<file path="config.mk">
export PLATFORM = sky130hd
export DESIGN_NAME = nmea_rmc_time_loader_calendar_clock
export DESIGN_NICKNAME = d
export VERILOG_FILES = /design/src/rtl/core/nrmc_pkg.sv /design/src/rtl/core/nrmc_parser.sv /design/src/rtl/core/nrmc_clock.sv /design/src/rtl/core/nmea_rmc_time_loader_calendar_clock.sv
export SDC_FILE = /design/constraint.sdc
export NUM_CORES = 1
export LEC_CHECK = 0
export ABC_AREA = 0
export BUFFER_PORTS_ARGS = -buffer_cell sky130_fd_sc_hd__buf_2
export CORE_ASPECT_RATIO = 0.5
export CORE_MARGIN = 5
export CORE_UTILIZATION = 55
export CTS_CLUSTER_DIAMETER = 50
export DETAILED_ROUTE_END_ITERATION = 10
export PLACE_DENSITY_LB_ADDON = 0.2
export SYNTH_ARGS = -nofsm -noshare
export SYNTH_HDL_FRONTEND = slang
export SYNTH_SLANG_ARGS = --single-unit
</file>
<file path="constraint.sdc">
create_clock -name clk_i -period 4.7 [get_ports clk_i]
set_input_delay 0.235 -clock clk_i [delete_from_list [all_inputs] [get_ports clk_i]]
set_output_delay 0.235 -clock clk_i [all_outputs]
set_load 0.05 [all_outputs]
</file>
<file path="src/rtl/core/nrmc_pkg.sv">
`timescale 1ns / 1ps

package nrmc_pkg;

  // Widths of the time fields and of the parser counters.
  localparam int unsigned FieldW   = 7;
  localparam int unsigned PosW     = 6;
  localparam int unsigned DigitW   = 4;
  localparam int unsigned NumDigit = 12;
  localparam int unsigned SlotW    = $clog2(NumDigit);

  // Sentence layout: the body is a fixed number of bytes after the identifier.
  localparam logic [PosW-1:0] BodyLast   = 6'd56;
  localparam logic [PosW-1:0] TimeLast   = 6'd6;
  localparam logic [PosW-1:0] SkipLast   = 6'd11;
  localparam logic [PosW-1:0] ValidPos   = 6'd12;
  localparam logic [PosW-1:0] Skip2Last  = 6'd49;
  localparam logic [PosW-1:0] DateComma  = 6'd50;
  localparam logic [PosW-1:0] DateOffset = 6'd45;
  localparam logic [PosW-1:0] IdLast     = 6'd4;
  localparam logic [PosW-1:0] IdLen      = 6'd5;

  // Characters of interest.
  localparam logic [7:0] ChDollar = 8'h24;
  localparam logic [7:0] ChComma  = 8'h2C;
  localparam logic [7:0] ChA      = 8'h41;
  localparam logic [7:0] ChZero   = 8'h30;
  localparam logic [7:0] ChNine   = 8'h39;

  // Counter tops.
  localparam logic [FieldW-1:0] TopCenti = 7'd99;
  localparam logic [FieldW-1:0] TopYear  = 7'd99;
  localparam logic [FieldW-1:0] TopSec   = 7'd59;
  localparam logic [FieldW-1:0] TopMin   = 7'd59;
  localparam logic [FieldW-1:0] TopHour  = 7'd23;
  localparam logic [FieldW-1:0] LastMon  = 7'd12;

  // Item kinds carried in the input tuser bit.
  localparam logic CmdByte = 1'b0;
  localparam logic CmdTick = 1'b1;

  // Parser phases, one-hot.
  typedef enum logic [3:0] {
    PH_SEEK = 4'b0001,
    PH_ID   = 4'b0010,
    PH_BODY = 4'b0100,
    PH_DONE = 4'b1000
  } phase_e;

  // Time values handed from the parser when a sentence passes.
  typedef struct packed {
    logic              valid;
    logic [FieldW-1:0] year;
    logic [FieldW-1:0] month;
    logic [FieldW-1:0] day;
    logic [FieldW-1:0] hour;
    logic [FieldW-1:0] minute;
    logic [FieldW-1:0] second;
  } load_t;

  // Full calendar clock state.
  typedef struct packed {
    logic [FieldW-1:0] year;
    logic [FieldW-1:0] month;
    logic [FieldW-1:0] day;
    logic [FieldW-1:0] hour;
    logic [FieldW-1:0] minute;
    logic [FieldW-1:0] second;
    logic [FieldW-1:0] centi;
    logic              loaded;
  } cal_t;

  // Identifier characters following the dollar sign.
  function automatic logic [7:0] id_char(input logic [2:0] idx);
    logic [7:0] c;
    case (idx)
      3'd0:    c = 8'h47; // G
      3'd1:    c = 8'h50; // P
      3'd2:    c = 8'h52; // R
      3'd3:    c = 8'h4D; // M
      3'd4:    c = 8'h43; // C
      default: c = 8'h00;
    endcase
    return c;
  endfunction

  // Two decimal digits to a binary value.
  function automatic logic [FieldW-1:0] pair_value(input logic [DigitW-1:0] hi,
                                                   input logic [DigitW-1:0] lo);
    logic [FieldW-1:0] v;
    v = {3'b000, hi} * 7'd10 + {3'b000, lo};
    return v;
  endfunction

  // Length of a month; zero marks a month out of range.
  function automatic logic [4:0] month_len(input logic [FieldW-1:0] mon);
    logic [4:0] len;
    case (mon)
      7'd2:                                       len = 5'd28;
      7'd4, 7'd6, 7'd9, 7'd11:                    len = 5'd30;
      7'd1, 7'd3, 7'd5, 7'd7, 7'd8, 7'd10, 7'd12: len = 5'd31;
      default:                                    len = 5'd0;
    endcase
    return len;
  endfunction

endpackage

</file>
<file path="src/rtl/core/nrmc_parser.sv">
`timescale 1ns / 1ps

module nrmc_parser (
  input  logic                clk_i,
  input  logic                rst_ni,
  input  logic                en_i,
  input  logic [7:0]          byte_i,
  output nrmc_pkg::load_t     load_o
);

  nrmc_pkg::phase_e                   phase_q, phase_d;
  logic [nrmc_pkg::PosW-1:0]          pos_q, pos_d;
  logic                               bad_q, bad_d;
  logic [nrmc_pkg::DigitW-1:0]        digits_q [nrmc_pkg::NumDigit];
  logic [nrmc_pkg::DigitW-1:0]        digits_d [nrmc_pkg::NumDigit];
  logic                               is_digit;
  logic [nrmc_pkg::PosW-1:0]          slot_wide;
  logic [nrmc_pkg::SlotW-1:0]         slot;
  logic                               capture;

  assign is_digit = (byte_i >= nrmc_pkg::ChZero) && (byte_i <= nrmc_pkg::ChNine);

  // Digit slot: time digits follow the first comma, date digits the second.
  always_comb begin
    if (pos_q <= nrmc_pkg::TimeLast) begin
      slot_wide = pos_q - 6'd1;
    end else begin
      slot_wide = pos_q - nrmc_pkg::DateOffset;
    end
    slot = slot_wide[nrmc_pkg::SlotW-1:0];
  end

  // Next parser state for one received byte.
  always_comb begin
    phase_d  = phase_q;
    pos_d    = pos_q;
    bad_d    = bad_q;
    digits_d = digits_q;
    capture  = 1'b0;
    load_o   = '0;
    unique case (phase_q)
      nrmc_pkg::PH_SEEK: begin
        bad_d = 1'b0;
        pos_d = '0;
        if (byte_i == nrmc_pkg::ChDollar) begin
          phase_d = nrmc_pkg::PH_ID;
        end
      end
      nrmc_pkg::PH_ID: begin
        if (pos_q < nrmc_pkg::IdLen && byte_i == nrmc_pkg::id_char(pos_q[2:0])) begin
          if (pos_q == nrmc_pkg::IdLast) begin
            phase_d = nrmc_pkg::PH_BODY;
            pos_d   = '0;
          end else begin
            pos_d = pos_q + 6'd1;
          end
        end else begin
          phase_d = nrmc_pkg::PH_SEEK;
          pos_d   = '0;
        end
      end
      nrmc_pkg::PH_BODY: begin
        if (pos_q == '0) begin
          if (byte_i != nrmc_pkg::ChComma) bad_d = 1'b1;
        end else if (pos_q <= nrmc_pkg::TimeLast) begin
          capture = 1'b1;
        end else if (pos_q <= nrmc_pkg::SkipLast) begin
          bad_d = bad_q;
        end else if (pos_q == nrmc_pkg::ValidPos) begin
          if (byte_i != nrmc_pkg::ChA) bad_d = 1'b1;
        end else if (pos_q <= nrmc_pkg::Skip2Last) begin
          bad_d = bad_q;
        end else if (pos_q == nrmc_pkg::DateComma) begin
          if (byte_i != nrmc_pkg::ChComma) bad_d = 1'b1;
        end else begin
          capture = 1'b1;
        end
        if (capture) begin
          if (is_digit) begin
            digits_d[slot] = byte_i[3:0];
          end else begin
            bad_d = 1'b1;
          end
        end
        // End of body: load the time or start looking again.
        if (pos_q >= nrmc_pkg::BodyLast) begin
          pos_d = '0;
          if (bad_d) begin
            phase_d = nrmc_pkg::PH_SEEK;
          end else begin
            phase_d       = nrmc_pkg::PH_DONE;
            load_o.valid  = en_i;
            load_o.hour   = nrmc_pkg::pair_value(digits_d[0], digits_d[1]);
            load_o.minute = nrmc_pkg::pair_value(digits_d[2], digits_d[3]);
            load_o.second = nrmc_pkg::pair_value(digits_d[4], digits_d[5]);
            load_o.day    = nrmc_pkg::pair_value(digits_d[6], digits_d[7]);
            load_o.month  = nrmc_pkg::pair_value(digits_d[8], digits_d[9]);
            load_o.year   = nrmc_pkg::pair_value(digits_d[10], digits_d[11]);
          end
        end else begin
          pos_d = pos_q + 6'd1;
        end
      end
      nrmc_pkg::PH_DONE: begin
        phase_d = nrmc_pkg::PH_DONE;
      end
      default: begin
        phase_d = nrmc_pkg::PH_SEEK;
      end
    endcase
  end

  // Control state.
  always_ff @(posedge clk_i or negedge rst_ni) begin
    if (!rst_ni) begin
      phase_q <= nrmc_pkg::PH_SEEK;
      pos_q   <= '0;
      bad_q   <= 1'b0;
    end else if (en_i) begin
      phase_q <= phase_d;
      pos_q   <= pos_d;
      bad_q   <= bad_d;
    end
  end

  // Captured digits are always written before they are read.
  always_ff @(posedge clk_i) begin
    if (en_i) begin
      digits_q <= digits_d;
    end
  end

endmodule

</file>
<file path="src/rtl/core/nrmc_clock.sv">
`timescale 1ns / 1ps

module nrmc_clock (
  input  logic            clk_i,
  input  logic            rst_ni,
  input  logic            en_i,
  input  logic            tick_i,
  input  nrmc_pkg::load_t load_i,
  output nrmc_pkg::cal_t  cal_o
);

  nrmc_pkg::cal_t cal_q, cal_d;
  logic [4:0]     len;

  assign len = nrmc_pkg::month_len(cal_q.month);

  // Ripple of the tick through the calendar fields, or a load from the parser.
  always_comb begin
    cal_d = cal_q;
    if (tick_i) begin
      if (cal_q.centi < nrmc_pkg::TopCenti) begin
        cal_d.centi = cal_q.centi + 7'd1;
      end else begin
        cal_d.centi = '0;
        if (cal_q.second < nrmc_pkg::TopSec) begin
          cal_d.second = cal_q.second + 7'd1;
        end else begin
          cal_d.second = '0;
          if (cal_q.minute < nrmc_pkg::TopMin) begin
            cal_d.minute = cal_q.minute + 7'd1;
          end else begin
            cal_d.minute = '0;
            if (cal_q.hour < nrmc_pkg::TopHour) begin
              cal_d.hour = cal_q.hour + 7'd1;
            end else begin
              cal_d.hour = '0;
              // A month out of range leaves day and month as they are.
              if (len != 5'd0) begin
                if (cal_q.day >= {2'b00, len}) begin
                  cal_d.day = 7'd1;
                  if (cal_q.month >= nrmc_pkg::LastMon) begin
                    cal_d.month = 7'd1;
                    cal_d.year  = (cal_q.year >= nrmc_pkg::TopYear) ? '0 : cal_q.year + 7'd1;
                  end else begin
                    cal_d.month = cal_q.month + 7'd1;
                  end
                end else begin
                  cal_d.day = cal_q.day + 7'd1;
                end
              end
            end
          end
        end
      end
    end else if (load_i.valid) begin
      cal_d.year   = load_i.year;
      cal_d.month  = load_i.month;
      cal_d.day    = load_i.day;
      cal_d.hour   = load_i.hour;
      cal_d.minute = load_i.minute;
      cal_d.second = load_i.second;
      cal_d.loaded = 1'b1;
    end
  end

  always_ff @(posedge clk_i or negedge rst_ni) begin
    if (!rst_ni) begin
      cal_q <= '0;
    end else if (en_i) begin
      cal_q <= cal_d;
    end
  end

  assign cal_o = cal_d;

endmodule

</file>
<file path="src/rtl/core/nmea_rmc_time_loader_calendar_clock.sv">
`timescale 1ns / 1ps
// A word accepted into the input register is processed when it advances, which
// also loads its result into the result register on the master side.
// Throughput: one word per cycle while m_axis_tready holds, set by the single pass
// through the parser and the calendar update between the input and result registers.
// Reset (asynchronous, active low) empties both stages, zeroes the clock and
// puts the parser back to looking for the dollar sign.
module nmea_rmc_time_loader_calendar_clock (
  input  logic        clk_i,
  input  logic        rst_ni,
  input  logic        s_axis_tvalid,
  output logic        s_axis_tready,
  input  logic [7:0]  s_axis_tdata,   // rx_byte[7:0]
  input  logic        s_axis_tuser,   // cmd
  output logic        m_axis_tvalid,
  input  logic        m_axis_tready,
  output logic [55:0] m_axis_tdata    // year, month, day, hour, minute, second,
                                      // centisecond (7 bits each), time_loaded, zero pad
);

  logic            in_valid_q;
  logic            in_cmd_q;
  logic [7:0]      in_byte_q;
  logic            out_valid_q;
  logic [55:0]     out_data_q;
  logic            advance;
  nrmc_pkg::load_t load;
  nrmc_pkg::cal_t  cal;

  // The held word moves on whenever the result register is free or draining.
  assign advance       = in_valid_q && (!out_valid_q || m_axis_tready);
  assign s_axis_tready = !in_valid_q || advance;

  // Input register.
  always_ff @(posedge clk_i or negedge rst_ni) begin
    if (!rst_ni) begin
      in_valid_q <= 1'b0;
    end else if (s_axis_tready) begin
      in_valid_q <= s_axis_tvalid;
    end
  end

  always_ff @(posedge clk_i) begin
    if (s_axis_tready && s_axis_tvalid) begin
      in_cmd_q  <= s_axis_tuser;
      in_byte_q <= s_axis_tdata;
    end
  end

  nrmc_parser u_parser (
    .clk_i  (clk_i),
    .rst_ni (rst_ni),
    .en_i   (advance && (in_cmd_q == nrmc_pkg::CmdByte)),
    .byte_i (in_byte_q),
    .load_o (load)
  );

  nrmc_clock u_clock (
    .clk_i  (clk_i),
    .rst_ni (rst_ni),
    .en_i   (advance),
    .tick_i (in_cmd_q == nrmc_pkg::CmdTick),
    .load_i (load),
    .cal_o  (cal)
  );

  // Result register.
  always_ff @(posedge clk_i or negedge rst_ni) begin
    if (!rst_ni) begin
      out_valid_q <= 1'b0;
    end else if (advance) begin
      out_valid_q <= 1'b1;
    end else if (m_axis_tready) begin
      out_valid_q <= 1'b0;
    end
  end

  always_ff @(posedge clk_i) begin
    if (advance) begin
      out_data_q <= {6'b000000, cal.loaded, cal.centi, cal.second, cal.minute,
                     cal.hour, cal.day, cal.month, cal.year};
    end
  end

  assign m_axis_tvalid = out_valid_q;
  assign m_axis_tdata  = out_data_q;

endmodule
</file>
==> summary.txt <==
Final layout
  • Nets: 1176
  • Antenna diodes: 0
  • Register area: 4790 sq um
  • Footprint of the multi-input gates: 5300 sq um
  • # fillers: 1475
  • Post-layout util: 0.642
  • Area grow syn2layout: 13.4%
  • Share of post-route cells with drive strength above 1: 0.191

Synthesis
  • Yosys cell types: 92
  • Register area share after synthesis: 0.456
  • Syn Area/Cell: 10.2 sq um
  • Mapped cell area: 10500 sq um
  • List of most frequent post-synthesis cells: nand2_1, edfxtp_1, o21ai_0
  • Post-synth EDFFs: 107
  • Post-synth ARST share: 0.371
  • Largest area contributor in the netlist: edfxtp_1
  • Share of the synthesized area in the top cell type: 0.306
  • Largest cells by area after synthesis: edfxtp_1, dfrtp_1, ha_1
  • YS warnings: 0
  • Top-count cell post-synth: nand2_1
  • Syn Inst Count: 1032
  • Ys flop type: edfxtp_1
  • Synth Register Bits: 170

Global route
  • Largest net degree at the start of global routing: 57
  • First-pass GRT wire length: 42400 um
  • Vias in the first global route: 8043
  • Initial antenna violation count: 0
  • Congestion Overflow GR: 0
  • GRT Util Overall: 0.241

Placed design
  • Gpl congestion: 0.888
  • PortBufs: 64
  • Dpl hpwl: 17800 um
  • Pre-CTS WS: 0.0307 ns

CTS
  • Total CTS buffers: 17
  • Clock H-tree levels: 4
  • Clock Latency Late Sink: 0.44 ns
  • CTS root buf: clkbuf_16
  • Clock Path Buffers: 2
  • TritonCTS clock tree: built
  • Clock sink count: 170
  • # Post-CTS Setup Buffers: 0
  • Worst-path clk slew: 0.07 ns

Drt
  • Initial DRC Count: 726
  • # DRC: 0
  • Antenna-violating nets left: 0
  • Via count: 8340
  • WL final: 25900 um
  • Vias per inst: 6.03
  • DRT Pass-1 Iters: 7
  • Routed WL per cell: 18.8 um

STA
  • FMAX: 223 MHz
  • RSZ-0062 raised after global routing: false
  • Post-route setup slack: 0.207 ns
  • Max-Slew Margin vs Limit: 0.512
  • Endpoints failing setup: 0
  • Worst slew pin tran: 0.732 ns
  • Pins Over Slew Limit: 0
  • TNS Setup: 0 ns
  • Final hold violation count: 0
  • Clk_skew: 0.0117 ns
  • Min Tclk post-route: 4.49 ns
  • Hold Slack: 0.0969 ns
  • Final period utilization: 0.956

Die
  • Die Wd: 206 um
  • Core Area: 18600 sq um
  • Initial core utilization: 0.566
  • Die height: 108 um
  • Row cnt: 35
  • I/O Pins: 71
  • Die area: 22100 sq um

Run status
  • Status: finished, final reports clean

Setup path
  • Worst setup path class: flip-flop to flip-flop
  • Max FO, Critical Path: 7
  • R2r worst-path depth: 17
  • FF-to-FF Start: u_parser.pos_q[0]
  • CP Buf/Inv Count: 2
  • Reg2Reg Setup Slack: 0.21 ns
  • Kind of end point of the critical path: flip-flop
  • CP Depth: 17
  • Crit path max-delay family: adder cells
  • Critical R2R Capture: u_clock.cal_q[49]
  • CP cell instances: inv_1, ha_2, or3b_1, o211a_2, nand2_1, nor2_1, nand3_2, mux2_2, ha_1, ha_1, inv_1, fa_1, nor3b_2, xnor2_1, xnor2_1, o211ai_1, mux2_2
  • Max stage delay cell, worst path: fa_1
  • CP Data Required Time: 5.03 ns
  • CP peak stage delay: 0.47 ns
  • Crit path DAT: 4.82 ns
  • Element type at the critical path start: flip-flop

Job
  • Max_cap viols: 0

Worst hold path
  • Worst hold start: m_axis_tready
  • Hold Path Stages: 3
  • Worst Hold Class: input pin to flip-flop
  • Worst hold endpoint: m_axis_tvalid

Power and ir drop
  • Pwr dens: 321 nW/um^2
  • Worst vdd ir: 0.272 mV
  • LEAKAGE: 4.63 nW
[worst register-to-register path: stages (launching register included)]
cell,delay [ns]
dfrtp_2,0.45
inv_1,0.15
ha_2,0.28
or3b_1,0.44
o211a_2,0.30
nand2_1,0.09
nor2_1,0.06
nand3_2,0.17
mux2_2,0.41
ha_1,0.31
ha_1,0.20
inv_1,0.07
fa_1,0.47
nor3b_2,0.24
xnor2_1,0.16
xnor2_1,0.16
o211ai_1,0.14
mux2_2,0.31
[report_power, final]
| group | leakage, nW | total, mW | switching (mW) | internal [mW] |
|---|---|---|---|---|
| sequential | 1.66 | 1.83 | 0.118 | 1.72 |
| clock | 0.269 | 1.36 | 0.660 | 0.698 |
| combinational | 2.69 | 0.635 | 0.431 | 0.203 |
| total | 4.63 | 3.83 | 1.21 | 2.62 |
[registers in the layout (all words and copies together), names as in the netlist]
name / cells
in_byte_q: 8
u_parser.bad_q: 1
u_clock.cal_q: 50
u_parser.digits_q: 48
m_axis_tdata: 50
u_parser.pos_q: 6
in_cmd_q: 1
in_valid_q: 1
m_axis_tvalid: 1
u_parser.phase_q: 4
[how the worst max path moves through the flow]
stage	startpoint	endpoint	slack, ns
6_report	u_parser.pos_q[0]	u_clock.cal_q[49]	0.21
5_1_grt	u_parser.pos_q[1]	m_axis_tdata[5]	0.002
4_1_cts	u_parser.pos_q[0]	u_clock.cal_q[49]	0.06
3_5_place_dp	u_parser.pos_q[0]	u_clock.cal_q[49]	0.03
3_3_place_gp	u_parser.pos_q[0]	u_clock.cal_q[49]	0.26
2_1_floorplan	u_parser.pos_q[1]	u_clock.cal_q[49]	0.39
[per-layer routing]
| layer | up-vias | part of all wire | GRT usage |
|---|---|---|---|
| li1 | 3914 | - | - |
| met1 | 4077 | 0.45 | 0.340 |
| met2 | 312 | 0.45 | 0.384 |
| met3 | 37 | 0.078 | 0.0470 |
| met4 | 0 | 0.014 | 0.0669 |
| met5 | - | 0 | 0 |
[timing repair]
action,CTS,global route
cloned,0,0
hold buffers,11,0
hold endpoints to repair,24,0
gates resized for setup,1,7
setup endpoints to repair,1,4
[layout make-up]
type | count | share of cell area
well taps | 259 | 0.0272
inverters | 55 | 0.0174
clock inverters | 14 | 0.0115
clock buffers | 18 | 0.0360
multi-input cells | 753 | 0.445
flip-flops and latches | 170 | 0.402
repair buffers | 113 | 0.0611
[cells in the final DEF (no fill, tap or decap), types with 7 or more instances in the layout]
| cell | synthesis | layout |
|---|---|---|
| a21o_1 | 9 | 9 |
| a21oi_1 | 38 | 38 |
| a31oi_1 | 11 | 11 |
| and2_1 | 7 | 7 |
| and3_1 | 12 | 12 |
| buf_2 | 5 | 64 |
| buf_4 | 7 | 37 |
| clkbuf_16 | 0 | 17 |
| dfrtp_1 | 62 | 61 |
| dlygate4sd3_1 | 0 | 11 |
| edfxtp_1 | 107 | 107 |
| fa_1 | 7 | 7 |
| ha_1 | 46 | 45 |
| inv_1 | 52 | 51 |
| mux2_2 | 46 | 46 |
| mux2i_1 | 29 | 28 |
| nand2_1 | 120 | 119 |
| nand2b_1 | 16 | 15 |
| nand3_1 | 28 | 27 |
| nand4_1 | 12 | 12 |
| nor2_1 | 56 | 55 |
| nor2b_1 | 8 | 7 |
| nor3_1 | 26 | 26 |
| o211ai_1 | 9 | 9 |
| o21ai_0 | 63 | 63 |
| o21ai_1 | 16 | 16 |
| o31ai_1 | 12 | 12 |
| xnor2_1 | 35 | 35 |
| xor2_1 | 21 | 21 |
[cell families after synthesis]
family                     share of synthesized area
xor gates and xnor gates                      0.0467
adders and majority gates                     0.0690
AOI/OAI and AO/OA                              0.150
DFF                                            0.456
buffers and inverters                         0.0459
other                                       0.000357
and+or+nand+nor                                0.152
muxes                                         0.0806
[per-stage QoR]
step / cell area [sq um] / power [mW] / std cells
2_1_floorplan: 10500 / 2.32 / 1037
3_3_place_gp: 11200 / 2.47 / 1339
3_5_place_dp: 11200 / 2.48 / 1339
4_1_cts: 11900 / 3.84 / 1382
5_1_grt: 11900 / 4.00 / 1382
6_report: 11900 / 3.83 / 1382
Power figures use the tool's default switching activity.
